--- src/rtl/alrc_pkg.sv ---
// ----------------------------------------------------------------------------
// alrc_pkg
// Shared constants, codes and types of the adaptive latency request
// controller: ring geometry, field layout of the stream words, and the
// command and status structs between the controller and the ring engine.
// ----------------------------------------------------------------------------
`default_nettype none

package alrc_pkg;

  // Busy ring geometry. The window must be a power of two.
  localparam int WINDOW_MS = 1024;
  localparam int WIN_AW    = $clog2(WINDOW_MS);
  localparam int CNT_W     = WIN_AW + 1;

  // Field widths fixed by the word formats.
  localparam int REQ_W    = 8;
  localparam int BUSY_W   = 11;
  localparam int SWAIT_W  = 31;
  localparam int STIME_W  = 17;
  localparam int PERIOD_W = 16;
  localparam int THR_W    = 11;
  localparam int PCT_W    = 7;
  localparam int RATE_W   = 8;
  localparam int CFG_W    = 16;
  localparam int CFG_IX_W = 3;

  // Sampling starts at this turn.
  localparam logic [31:0] SAMPLE_START_TURN = 32'd50;
  localparam logic [SWAIT_W-1:0] WAIT_SAT = '1;
  localparam logic [PCT_W-1:0] PCT_SCALE = 7'd100;
  localparam int CMP_W = SWAIT_W + PCT_W;

  // Hold-off turns are period * rate / 1000, done as a reciprocal multiply.
  // For products below 2^24 the rounded-up reciprocal gives the exact floor.
  localparam int          HOLD_P_W   = PERIOD_W + RATE_W;
  localparam int          HOLD_SHIFT = 34;
  localparam longint      HOLD_DIV   = 1000;
  localparam int          HOLD_R_W   = 25;
  localparam logic [HOLD_R_W-1:0] HOLD_RECIP =
    HOLD_R_W'(((64'd1 << HOLD_SHIFT) + HOLD_DIV - 1) / HOLD_DIV);
  localparam int          HOLD_M_W   = HOLD_P_W + HOLD_R_W;
  localparam int          HOLD_Q_W   = 15;

  // Reset values of the configuration registers.
  localparam logic [PERIOD_W-1:0] DIRECT_RST = 16'd2000;
  localparam logic [PERIOD_W-1:0] RELAY_RST  = 16'd4000;
  localparam logic [THR_W-1:0]    THR_RST    = 11'd100;
  localparam logic [PCT_W-1:0]    PCT_RST    = 7'd5;
  localparam logic [RATE_W-1:0]   RATE_RST   = 8'd20;
  localparam logic [REQ_W-1:0]    MAXREQ_RST = 8'd10;

  // Input word layout (tdata), lowest bit first.
  localparam int IN_NOW_LSB    = 0;
  localparam int IN_WAIT_LSB   = 32;
  localparam int IN_TURN_LSB   = 48;
  localparam int IN_LINK_BIT   = 80;
  localparam int IN_PAUSE_BIT  = 81;
  localparam int IN_SKIP_BIT   = 82;
  localparam int IN_PEERS_LSB  = 83;
  localparam int IN_NEWREQ_LSB = 87;
  localparam int IN_DATA_W     = 96;
  localparam int FUNC_W        = 2;

  // Output word layout (tdata), lowest bit first.
  localparam int OUT_REQ_LSB   = 0;
  localparam int OUT_BUSY_LSB  = 8;
  localparam int OUT_WAIT_LSB  = 19;
  localparam int OUT_TIME_LSB  = 50;
  localparam int OUT_CHG_LSB   = 67;
  localparam int OUT_USED_W    = 69;
  localparam int OUT_DATA_W    = 72;

  typedef enum logic [FUNC_W-1:0] {
    FN_TICK = 2'd0,
    FN_WAIT = 2'd1,
    FN_LOAD = 2'd2
  } func_t;

  typedef enum logic [1:0] {
    CHG_NONE  = 2'd0,
    CHG_RAISE = 2'd1,
    CHG_LOWER = 2'd2
  } chg_t;

  typedef enum logic [CFG_IX_W-1:0] {
    CFG_PERIOD_DIRECT = 3'd0,
    CFG_PERIOD_RELAY  = 3'd1,
    CFG_RAISE_THR     = 3'd2,
    CFG_LOWER_PCT     = 3'd3,
    CFG_TURN_RATE     = 3'd4,
    CFG_MAX_REQUEST   = 3'd5
  } cfg_idx_t;

  typedef enum logic [1:0] {
    RING_CLEAR = 2'd0,
    RING_AGE   = 2'd1,
    RING_MARK  = 2'd2
  } ring_op_t;

  typedef struct packed {
    logic              start;
    ring_op_t          op;
    logic [WIN_AW-1:0] addr;
    logic [CNT_W-1:0]  len;
  } ring_cmd_t;

  typedef struct packed {
    logic             busy;
    logic [CNT_W-1:0] count;
  } ring_stat_t;

endpackage

`default_nettype wire

--- src/rtl/adaptive_latency_request_controller.sv ---
// ----------------------------------------------------------------------------
// adaptive_latency_request_controller: one word in, one word out, sequential.
// Throughput: one word at a time, bound by the slot-by-slot walk over the busy map.
// Reset: synchronous; a clearing pass of the map follows, with s_axis_tready low.
// ----------------------------------------------------------------------------
`default_nettype none

// The controller keeps a buffering request in turns. Busy milliseconds are
// marked in a one-bit map of WINDOW_MS entries held in a synchronous RAM.
// The ring engine walks that RAM one slot per cycle, reading a slot and
// writing it back in the next cycle, and keeps the busy count. All other
// state sits in registers beside a short arithmetic pipeline:
//   prep   - time differences, period select, hold-off product, wait sum
//   sum    - new sample time, hold-off reciprocal multiply
//   mult   - waiting share products for the decrease decision
//   decide - state update and the first ring command
// Configuration registers are written at any time through cfg_we; the
// active period only follows the period registers at the next live tick.
module adaptive_latency_request_controller import alrc_pkg::*; (
  input  logic                  clk,
  input  logic                  rst,
  // Input word.
  input  logic                  s_axis_tvalid,
  output logic                  s_axis_tready,
  // tdata: now_ms[31:0], wait_ms[47:32], turn_number[79:48], link_active[80],
  // paused[81], startup_skip[82], remote_peers[86:83], new_request[94:87].
  input  logic [IN_DATA_W-1:0]  s_axis_tdata,
  // tuser: func[1:0].
  input  logic [FUNC_W-1:0]     s_axis_tuser,
  // Result word.
  output logic                  m_axis_tvalid,
  input  logic                  m_axis_tready,
  // tdata: lag_request[7:0], busy_ms[18:8], lower_wait_ms[49:19],
  // lower_sample_ms[66:50], change[68:67].
  output logic [OUT_DATA_W-1:0] m_axis_tdata,
  // Configuration write port.
  input  logic                  cfg_we,
  input  logic [CFG_IX_W-1:0]   cfg_index,
  input  logic [CFG_W-1:0]      cfg_data
);

  typedef enum logic [11:0] {
    ST_INIT       = 12'b0000_0000_0001,
    ST_WAIT_INIT  = 12'b0000_0000_0010,
    ST_IDLE       = 12'b0000_0000_0100,
    ST_PREP       = 12'b0000_0000_1000,
    ST_SUM        = 12'b0000_0001_0000,
    ST_MULT       = 12'b0000_0010_0000,
    ST_DECIDE     = 12'b0000_0100_0000,
    ST_WAIT_MARK  = 12'b0000_1000_0000,
    ST_WAIT_RAISE = 12'b0001_0000_0000,
    ST_RAISE      = 12'b0010_0000_0000,
    ST_WAIT_DONE  = 12'b0100_0000_0000,
    ST_DONE       = 12'b1000_0000_0000
  } state_t;

  state_t state;

  // Configuration registers.
  logic [PERIOD_W-1:0] period_direct;
  logic [PERIOD_W-1:0] period_relay;
  logic [THR_W-1:0]    raise_thr;
  logic [PCT_W-1:0]    lower_pct;
  logic [RATE_W-1:0]   turn_rate;
  logic [REQ_W-1:0]    max_request;

  // Architectural state outside the busy map.
  logic [31:0]         window_last;
  logic [31:0]         sample_last;
  logic [STIME_W-1:0]  sample_time;
  logic [SWAIT_W-1:0]  sample_wait;
  logic [REQ_W-1:0]    request;
  logic [31:0]         holdoff;
  logic [PERIOD_W-1:0] active_period;
  logic [1:0]          change;

  // Latched input word.
  logic [FUNC_W-1:0]   func_r;
  logic [31:0]         now_r;
  logic [15:0]         wait_r;
  logic [31:0]         turn_r;
  logic                link_r;
  logic                paused_r;
  logic                skip_r;
  logic [3:0]          peers_r;
  logic [REQ_W-1:0]    newreq_r;

  // Pipeline work registers.
  logic [PERIOD_W-1:0] period_r;
  logic [PERIOD_W-1:0] s_clip;
  logic                age_all;
  logic [CNT_W-1:0]    age_len;
  logic [CNT_W-1:0]    mark_len;
  logic [HOLD_P_W-1:0] hold_prod;
  logic [HOLD_Q_W-1:0] hold_q;
  logic [SWAIT_W-1:0]  wait_new;
  logic                elig_tick;
  logic                elig_wait;
  logic [STIME_W-1:0]  st_new;
  logic                full_r;
  logic [CMP_W-1:0]    lhs;
  logic [CMP_W-1:0]    rhs;

  // Result register.
  logic                out_valid;
  logic [REQ_W-1:0]    out_req;
  logic [BUSY_W-1:0]   out_busy;
  logic [SWAIT_W-1:0]  out_wait;
  logic [STIME_W-1:0]  out_time;
  logic [1:0]          out_chg;

  ring_cmd_t           ring_cmd;
  ring_stat_t          ring_stat;

  logic [PERIOD_W-1:0] period_sel;
  logic [31:0]         s_diff;
  logic [31:0]         elapsed;
  logic [31:0]         wait_sum;
  logic [HOLD_M_W-1:0] hold_mul;
  logic                dec_ok;
  logic                raise_ok;
  logic                out_free;

  assign s_axis_tready = (state == ST_IDLE);
  assign out_free      = !out_valid || m_axis_tready;

  assign period_sel = (peers_r > 4'd1) ? period_relay : period_direct;
  assign s_diff     = now_r - sample_last;
  assign elapsed    = now_r - window_last;
  assign wait_sum   = 32'(sample_wait) + 32'(wait_r);
  assign hold_mul   = HOLD_M_W'(hold_prod) * HOLD_M_W'(HOLD_RECIP);

  // A full sample with a small enough waiting share lowers the request.
  assign dec_ok = (func_r == FN_TICK) && link_r && elig_tick && full_r &&
                  (lhs <= rhs) && (request != '0);

  // Enough busy milliseconds, room below the maximum and the hold-off past.
  assign raise_ok = (32'(ring_stat.count) >= 32'(raise_thr)) &&
                    (request < max_request) && (turn_r >= holdoff);

  // Configuration writes.
  always_ff @(posedge clk) begin
    if (rst) begin
      period_direct <= DIRECT_RST;
      period_relay  <= RELAY_RST;
      raise_thr     <= THR_RST;
      lower_pct     <= PCT_RST;
      turn_rate     <= RATE_RST;
      max_request   <= MAXREQ_RST;
    end else if (cfg_we) begin
      case (cfg_index)
        CFG_PERIOD_DIRECT: period_direct <= cfg_data;
        CFG_PERIOD_RELAY:  period_relay  <= cfg_data;
        CFG_RAISE_THR:     raise_thr     <= cfg_data[THR_W-1:0];
        CFG_LOWER_PCT:     lower_pct     <= cfg_data[PCT_W-1:0];
        CFG_TURN_RATE:     turn_rate     <= cfg_data[RATE_W-1:0];
        CFG_MAX_REQUEST:   max_request   <= cfg_data[REQ_W-1:0];
        default: begin
        end
      endcase
    end
  end

  // Ring commands. A tick that lowers the request, or that finds a gap of a
  // whole window, sweeps the map instead of aging it slot by slot.
  always_comb begin
    ring_cmd       = '0;
    ring_cmd.op    = RING_CLEAR;
    ring_cmd.len   = CNT_W'(WINDOW_MS);
    unique case (state)
      ST_INIT: begin
        ring_cmd.start = 1'b1;
      end
      ST_DECIDE: begin
        ring_cmd.addr = window_last[WIN_AW-1:0] + 1'b1;
        if (func_r == FN_TICK && link_r) begin
          ring_cmd.start = 1'b1;
          if (!dec_ok && !age_all) begin
            ring_cmd.op  = RING_AGE;
            ring_cmd.len = age_len;
          end
        end else if (func_r == FN_WAIT && elig_wait) begin
          ring_cmd.start = 1'b1;
          if (!age_all) begin
            ring_cmd.op  = RING_AGE;
            ring_cmd.len = age_len;
          end
        end else if (func_r == FN_LOAD) begin
          ring_cmd.start = 1'b1;
        end
      end
      ST_WAIT_MARK: begin
        ring_cmd.start = !ring_stat.busy;
        ring_cmd.op    = RING_MARK;
        ring_cmd.addr  = now_r[WIN_AW-1:0];
        ring_cmd.len   = mark_len;
      end
      ST_RAISE: begin
        ring_cmd.start = raise_ok;
      end
      default: begin
        ring_cmd.start = 1'b0;
      end
    endcase
  end

  alrc_ring u_ring (
    .clk  (clk),
    .rst  (rst),
    .cmd  (ring_cmd),
    .stat (ring_stat)
  );

  // Sequencer and architectural state.
  always_ff @(posedge clk) begin
    if (rst) begin
      state         <= ST_INIT;
      out_valid     <= 1'b0;
      window_last   <= '0;
      sample_last   <= '0;
      sample_time   <= '0;
      sample_wait   <= '0;
      request       <= '0;
      holdoff       <= '0;
      active_period <= DIRECT_RST;
      change        <= CHG_NONE;
    end else begin
      if (m_axis_tvalid && m_axis_tready) begin
        out_valid <= 1'b0;
      end
      unique case (state)
        ST_INIT: begin
          state <= ST_WAIT_INIT;
        end
        ST_WAIT_INIT: begin
          if (!ring_stat.busy) begin
            state <= ST_IDLE;
          end
        end
        ST_IDLE: begin
          if (s_axis_tvalid) begin
            change <= CHG_NONE;
            state  <= ST_PREP;
          end
        end
        ST_PREP: begin
          state <= ST_SUM;
        end
        ST_SUM: begin
          state <= ST_MULT;
        end
        ST_MULT: begin
          state <= ST_DECIDE;
        end
        ST_DECIDE: begin
          if (func_r == FN_TICK && link_r) begin
            active_period <= period_r;
            sample_last   <= now_r;
            window_last   <= now_r;
            if (dec_ok) begin
              request     <= request - 1'b1;
              holdoff     <= '0;
              sample_time <= '0;
              sample_wait <= '0;
              change      <= CHG_LOWER;
            end else if (elig_tick && full_r) begin
              sample_time <= '0;
              sample_wait <= '0;
            end else begin
              sample_time <= st_new;
            end
            state <= ST_WAIT_DONE;
          end else if (func_r == FN_WAIT && elig_wait) begin
            sample_wait <= wait_new;
            window_last <= now_r;
            state       <= ST_WAIT_MARK;
          end else if (func_r == FN_LOAD) begin
            sample_time <= '0;
            sample_wait <= '0;
            sample_last <= now_r;
            window_last <= now_r;
            request     <= newreq_r;
            holdoff     <= '0;
            state       <= ST_WAIT_DONE;
          end else begin
            state <= ST_DONE;
          end
        end
        ST_WAIT_MARK: begin
          if (!ring_stat.busy) begin
            state <= ST_WAIT_RAISE;
          end
        end
        ST_WAIT_RAISE: begin
          if (!ring_stat.busy) begin
            state <= ST_RAISE;
          end
        end
        ST_RAISE: begin
          if (raise_ok) begin
            request     <= request + 1'b1;
            holdoff     <= turn_r + 32'(hold_q);
            sample_time <= '0;
            sample_wait <= '0;
            sample_last <= now_r;
            window_last <= now_r;
            change      <= CHG_RAISE;
            state       <= ST_WAIT_DONE;
          end else begin
            state <= ST_DONE;
          end
        end
        ST_WAIT_DONE: begin
          if (!ring_stat.busy) begin
            state <= ST_DONE;
          end
        end
        ST_DONE: begin
          if (out_free) begin
            out_valid <= 1'b1;
            state     <= ST_IDLE;
          end
        end
        default: begin
          state <= ST_IDLE;
        end
      endcase
    end
  end

  // Input latch and arithmetic pipeline.
  always_ff @(posedge clk) begin
    if (state == ST_IDLE && s_axis_tvalid) begin
      func_r   <= s_axis_tuser;
      now_r    <= s_axis_tdata[IN_NOW_LSB +: 32];
      wait_r   <= s_axis_tdata[IN_WAIT_LSB +: 16];
      turn_r   <= s_axis_tdata[IN_TURN_LSB +: 32];
      link_r   <= s_axis_tdata[IN_LINK_BIT];
      paused_r <= s_axis_tdata[IN_PAUSE_BIT];
      skip_r   <= s_axis_tdata[IN_SKIP_BIT];
      peers_r  <= s_axis_tdata[IN_PEERS_LSB +: 4];
      newreq_r <= s_axis_tdata[IN_NEWREQ_LSB +: REQ_W];
    end
    if (state == ST_PREP) begin
      period_r  <= period_sel;
      s_clip    <= (s_diff > 32'(period_sel)) ? period_sel : s_diff[PERIOD_W-1:0];
      age_all   <= (elapsed >= 32'(WINDOW_MS));
      age_len   <= CNT_W'(elapsed[WIN_AW-1:0]);
      mark_len  <= (32'(wait_r) > 32'(WINDOW_MS)) ? CNT_W'(WINDOW_MS) : CNT_W'(wait_r);
      hold_prod <= HOLD_P_W'(active_period) * HOLD_P_W'(turn_rate);
      wait_new  <= (wait_sum > 32'(WAIT_SAT)) ? WAIT_SAT : wait_sum[SWAIT_W-1:0];
      elig_tick <= !paused_r && !skip_r && (turn_r >= SAMPLE_START_TURN);
      elig_wait <= link_r && !paused_r && (turn_r >= SAMPLE_START_TURN);
    end
    if (state == ST_SUM) begin
      st_new <= elig_tick ? STIME_W'(sample_time + STIME_W'(s_clip)) : sample_time;
      hold_q <= HOLD_Q_W'(hold_mul >> HOLD_SHIFT);
    end
    if (state == ST_MULT) begin
      full_r <= (st_new >= STIME_W'(period_r));
      lhs    <= CMP_W'(sample_wait) * CMP_W'(PCT_SCALE);
      rhs    <= CMP_W'(lower_pct) * CMP_W'(st_new);
    end
    if (state == ST_DONE && out_free) begin
      out_req  <= (func_r == FN_TICK && !link_r) ? '0 : request;
      out_busy <= BUSY_W'(ring_stat.count);
      out_wait <= sample_wait;
      out_time <= sample_time;
      out_chg  <= change;
    end
  end

  assign m_axis_tvalid = out_valid;
  assign m_axis_tdata  = {(OUT_DATA_W - OUT_USED_W)'(0), out_chg, out_time, out_wait,
                          out_busy, out_req};

endmodule

`default_nettype wire

--- src/rtl/alrc_map_ram.sv ---
// ----------------------------------------------------------------------------
// alrc_map_ram
// One-bit-wide busy map memory, one entry per millisecond slot, with one
// write port and one registered read port.
// ----------------------------------------------------------------------------
`default_nettype none

module alrc_map_ram import alrc_pkg::*; (
  input  logic              clk,
  input  logic              we,
  input  logic [WIN_AW-1:0] waddr,
  input  logic              wdata,
  input  logic              re,
  input  logic [WIN_AW-1:0] raddr,
  output logic              rdata
);

  logic mem [WINDOW_MS];

  always_ff @(posedge clk) begin
    if (we) begin
      mem[waddr] <= wdata;
    end
    if (re) begin
      rdata <= mem[raddr];
    end
  end

endmodule

`default_nettype wire

--- src/rtl/alrc_ring.sv ---
// ----------------------------------------------------------------------------
// alrc_ring
// Busy ring engine. Sweeps the map clear, ages out a run of slots, or marks
// a run of slots backwards, keeping the count of marked slots up to date.
// ----------------------------------------------------------------------------
`default_nettype none

module alrc_ring import alrc_pkg::*; (
  input  logic       clk,
  input  logic       rst,
  input  ring_cmd_t  cmd,
  output ring_stat_t stat
);

  logic              active;
  logic              rd_v;
  logic [CNT_W-1:0]  count;
  logic [CNT_W-1:0]  left;
  ring_op_t          op_r;
  logic [WIN_AW-1:0] addr;
  logic [WIN_AW-1:0] rd_addr;

  logic              ram_we;
  logic [WIN_AW-1:0] ram_waddr;
  logic              ram_wdata;
  logic              ram_re;
  logic              ram_rdata;

  // Reads run one slot ahead of the write-back. Slots of one run are all
  // different, and a new run starts only once the last write is done.
  always_comb begin
    ram_we    = 1'b0;
    ram_waddr = rd_addr;
    ram_wdata = 1'b0;
    ram_re    = 1'b0;
    if (active) begin
      unique case (op_r)
        RING_CLEAR: begin
          ram_we    = (left != '0);
          ram_waddr = addr;
        end
        RING_AGE, RING_MARK: begin
          ram_re    = (left != '0);
          ram_we    = rd_v;
          ram_wdata = (op_r == RING_MARK);
        end
        default: begin
          ram_we = 1'b0;
        end
      endcase
    end
  end

  alrc_map_ram u_ram (
    .clk   (clk),
    .we    (ram_we),
    .waddr (ram_waddr),
    .wdata (ram_wdata),
    .re    (ram_re),
    .raddr (addr),
    .rdata (ram_rdata)
  );

  always_ff @(posedge clk) begin
    if (rst) begin
      active <= 1'b0;
      rd_v   <= 1'b0;
      count  <= '0;
      left   <= '0;
    end else begin
      rd_v <= ram_re;
      if (cmd.start) begin
        active <= 1'b1;
        left   <= cmd.len;
        if (cmd.op == RING_CLEAR) begin
          count <= '0;
        end
      end else if (active) begin
        if (left != '0) begin
          left <= left - 1'b1;
        end else if (!rd_v) begin
          active <= 1'b0;
        end
        if (rd_v) begin
          if (op_r == RING_AGE && ram_rdata) begin
            count <= count - 1'b1;
          end else if (op_r == RING_MARK && !ram_rdata) begin
            count <= count + 1'b1;
          end
        end
      end
    end
  end

  always_ff @(posedge clk) begin
    rd_addr <= addr;
    if (cmd.start) begin
      op_r <= cmd.op;
      addr <= cmd.addr;
    end else if (active && left != '0) begin
      addr <= (op_r == RING_MARK) ? addr - 1'b1 : addr + 1'b1;
    end
  end

  assign stat.busy  = active;
  assign stat.count = count;

endmodule

`default_nettype wire

--- config.mk ---
export PLATFORM = sky130hd
export DESIGN_NAME = adaptive_latency_request_controller
export DESIGN_NICKNAME = d
export VERILOG_FILES = /design/src/rtl/alrc_pkg.sv /design/src/rtl/adaptive_latency_request_controller.sv /design/src/rtl/alrc_map_ram.sv /design/src/rtl/alrc_ring.sv
export SDC_FILE = /design/constraint.sdc
export NUM_CORES = 2
export LEC_CHECK = 0
export BUFFER_PORTS_ARGS = -buffer_cell sky130_fd_sc_hd__buf_2
export CAP_MARGIN = 20
export CORE_MARGIN = 3
export CORE_UTILIZATION = 55
export CTS_CLUSTER_SIZE = 28
export DETAILED_ROUTE_END_ITERATION = 8
export MAX_ROUTING_LAYER = met4
export PLACE_DENSITY = 0.74
export SLEW_MARGIN = 5
export SYNTH_ARGS = -nofsm -noshare
export SYNTH_HDL_FRONTEND = slang
export SYNTH_SLANG_ARGS = --single-unit
--- constraint.sdc ---
create_clock -name clk -period 29.7 [get_ports clk]
set_input_delay 1.485 -clock clk [delete_from_list [all_inputs] [get_ports clk]]
set_output_delay 1.485 -clock clk [all_outputs]
set_load 0.005 [all_outputs]
==> metrics.yaml <==
drt_wl_total_um: 231700
netlist-cell-type-count: 80
stdcell_area_um2: 105100
routed_via_density: 5.936
yosys.area.top_type_share_pct: 44.01
critPathMaxFanout: 11
leakage_nw: 40.08
cts_max_path_buffers: 3
coreArea_um2: 172500
start_util_pct: 55.61
overflow: 0
drc_errors: 0
min_period_over_period_pct: 24.31
required_ps: 30240
async_flop_share_pct: 0
power.density_nw_per_um2: 56.63
layout-drive-gt1-share_pct: 11.42
grt_pass1_vias: 62929
ys_ff_latch: 1689
portBuffers: 190
worstSetupPathType: "reg -> reg"
utilization_pct: 60.93
fmax_ghz: 0.1385
yosysTopAreaCell: "edfxtp_1"
post-place-ws_ps: 22410
regToRegSetupSlack_ps: 22480
hold_violations: 0
core.rowCount: 152
via_count: 63294
n_fill_cell: 13140
whs_path_depth: 0
die_w_um: 423.6
fin_tns_setup_ps: 0
clkTransAtPathRegs_ps: 60
die-area_um2: 179500
nets: 9367
ant_nets: 0
die_h_um: 423.6
peakVddDrop_v: 0.00006233
wire_per_inst_um: 21.73
cp_data_arrival_time_ps: 7760
antenna_found_initial: 11
ys_warn_count: 0
cts_made_buffers: 175
ctsHoldBuffers: 0
top_level_ports: 196
min_from: "change[0]$_SDFFE_PP0P_"
post-cts-setup-buffers: 0
synthCells: 8168
cp-start-kind: "flop"
insertion_delay_ps: 820
synthTopCellsByArea: "edfxtp_1 (44%), ha_1 (8.8%), mux4_2 (8.0%)"
grt_max_degree: 319
rr_startpoint: "hold_prod[11]$_DFFE_PP_"
min_path_type: "reg -> reg"
synth_most_common_cell: "edfxtp_1"
cts_resized: 0
worst_pin_slew_ps: 1198
cts_max_level: 4
end_kind: "flop"
setup_ws_ps: 22480
grt_usage_pct: 26.48
syn_area_um2: 95930
reg2reg_depth: 23
slew-limit-headroom_pct: 20.16
finalMaxSlewViolations: 0
status: "finished, final reports clean"
synth_commonest_cells: "edfxtp_1 (1406), nor2_1 (1308), inv_1 (867)"
yosysSeqAreaShare_pct: 49.92
synth-edff-count: 1406
place_area_um2: 98940
grt_pass1_wl_um: 359600
period_needed_ps: 7219
rr_endpoint: "hold_q[14]$_DFFE_PP_"
cap_violations: 0
report.final.setup_viol: 0
first_iter_violations: 6353
tritoncts: "yes"
skew_ps: 42.96
synth-main-ff-cell: "edfxtp_1"
clock_sinks: 1689
gp_congestion: 0.9206
rsz0062_at_grt: "false"
dr.pass1.iters: 8
holdPathEnd: "out_chg[0]$_DFFE_PP_"
post-dp-hpwl_um: 149600
area_growth_pct: 9.563
root_buffer: "clkbuf_16"
avgSynthCellArea_um2: 11.74
## routing by layer
layer | vias to the layer above | track usage (%) | part of all wire (%)
met5 | - | - | 0
met4 | 0 | 8.350 | 3.2
met3 | 493 | 4.338 | 8.4
met2 | 2636 | 42.27 | 49
met1 | 31622 | 35.02 | 40
li1 | 28543 | - | -
## cells in the final DEF (no fill, tap or decap), types with 22 or more instances in the layout
cell type and count:
nand2_1 594, or3_1 26, dfxtp_1 283, buf_2 190
mux2i_1 59, xnor2_1 145, clkinv_2 22, ha_1 678
mux4_2 341, a211oi_1 36, clkbuf_1 64, a31oi_1 41
o21a_1 42, nand3_1 145, fa_1 366, o21bai_1 23
inv_1 867, nand3b_1 35, xor2_1 64, nand4_1 25
nor3_1 70, nor4_1 30, nor2_1 1305, a21oi_1 342
and3_1 28, nor2b_1 39, nand2_2 33, a21o_1 95
o21ai_0 175, buf_4 66, clkbuf_16 178, edfxtp_1 1406
a22oi_1 25, and2_1 116, nand2b_1 45
## flip-flops by register name (all words and copies together), names as in the netlist, 17 cells and up
register,count
window_last,32
st_new,17
rhs,24
u_ring.u_ram.mem,1024
holdoff,32
lhs,36
out_time,17
wait_new,31
turn_r,32
sample_time,17
now_r,32
sample_wait,31
sample_last,32
out_wait,31
hold_prod,24
## critical path, cell delays in order, from the launching register on
cell	delay, ps
edfxtp_1	740
fa_1	670
inv_1	60
fa_1	540
inv_1	40
ha_1	190
fa_1	440
fa_1	490
fa_1	550
inv_1	50
fa_1	510
inv_1	50
ha_1	180
a2111oi_0	330
o21ai_0	140
a311oi_1	330
o21ai_0	260
nand4b_1	290
nand4_1	180
nand3_1	210
o211ai_1	150
a31oi_1	280
o21bai_1	130
and2_1	170
## where the power goes
part           total (mW)  internal (mW)  switching [mW]
clock network        2.13           1.20           0.934
logic                1.20          0.533           0.665
registers            2.62           2.59          0.0275
## cell type report
cell class	instances	area, um^2	area share, %
timing repair buffer	292	2243	2.134
clock inverter	72	768.2	0.7309
tap	2310	2890	2.750
inverter	867	3254	3.096
clock buffer	248	4777	4.545
sequential	1689	47890	45.56
multi-input combinational	5176	43260	41.16
antenna	9	22.52	0.02143
## stage by stage
stage                     hold WS, ps  power [mW]  std cells
after floorplan                 342.7       3.565       8170
after detailed placement        424.5       3.852      10307
after global routing            457.6       6.194      10660
final                           446.6       5.952      10663
after CTS                       451.4       5.975      10627
after global placement          422.3       3.826      10301
## how the worst max path moves through the flow
stage	end	start
final	hold_q[14]$_DFFE_PP_	hold_prod[11]$_DFFE_PP_
after global routing	hold_q[14]$_DFFE_PP_	hold_prod[13]$_DFFE_PP_
after CTS	hold_q[14]$_DFFE_PP_	hold_prod[12]$_DFFE_PP_
after detailed placement	hold_q[14]$_DFFE_PP_	hold_prod[12]$_DFFE_PP_
after global placement	hold_q[14]$_DFFE_PP_	hold_prod[12]$_DFFE_PP_
after floorplan	u_ring.u_ram.mem[0]$_DFFE_PP_	u_ring.op_r[0]$_DFFE_PP_
## cells by family (layout without fill, tap and decap cells)
kind of cell,after synthesis,after routing,share of synthesized area (%)
AND/OR/NAND/NOR,2553,2553,11.46
XOR/XNOR,209,209,1.908
other,1,12,0.003909
adder cells (fa/ha/maj),1044,1044,16.48
buffers and inverters,1305,1479,5.155
AO/OA/AOI/OAI,938,938,6.112
flip-flops,1689,1689,49.92
multiplexers,429,429,8.962
Power figures use the tool's default switching activity.
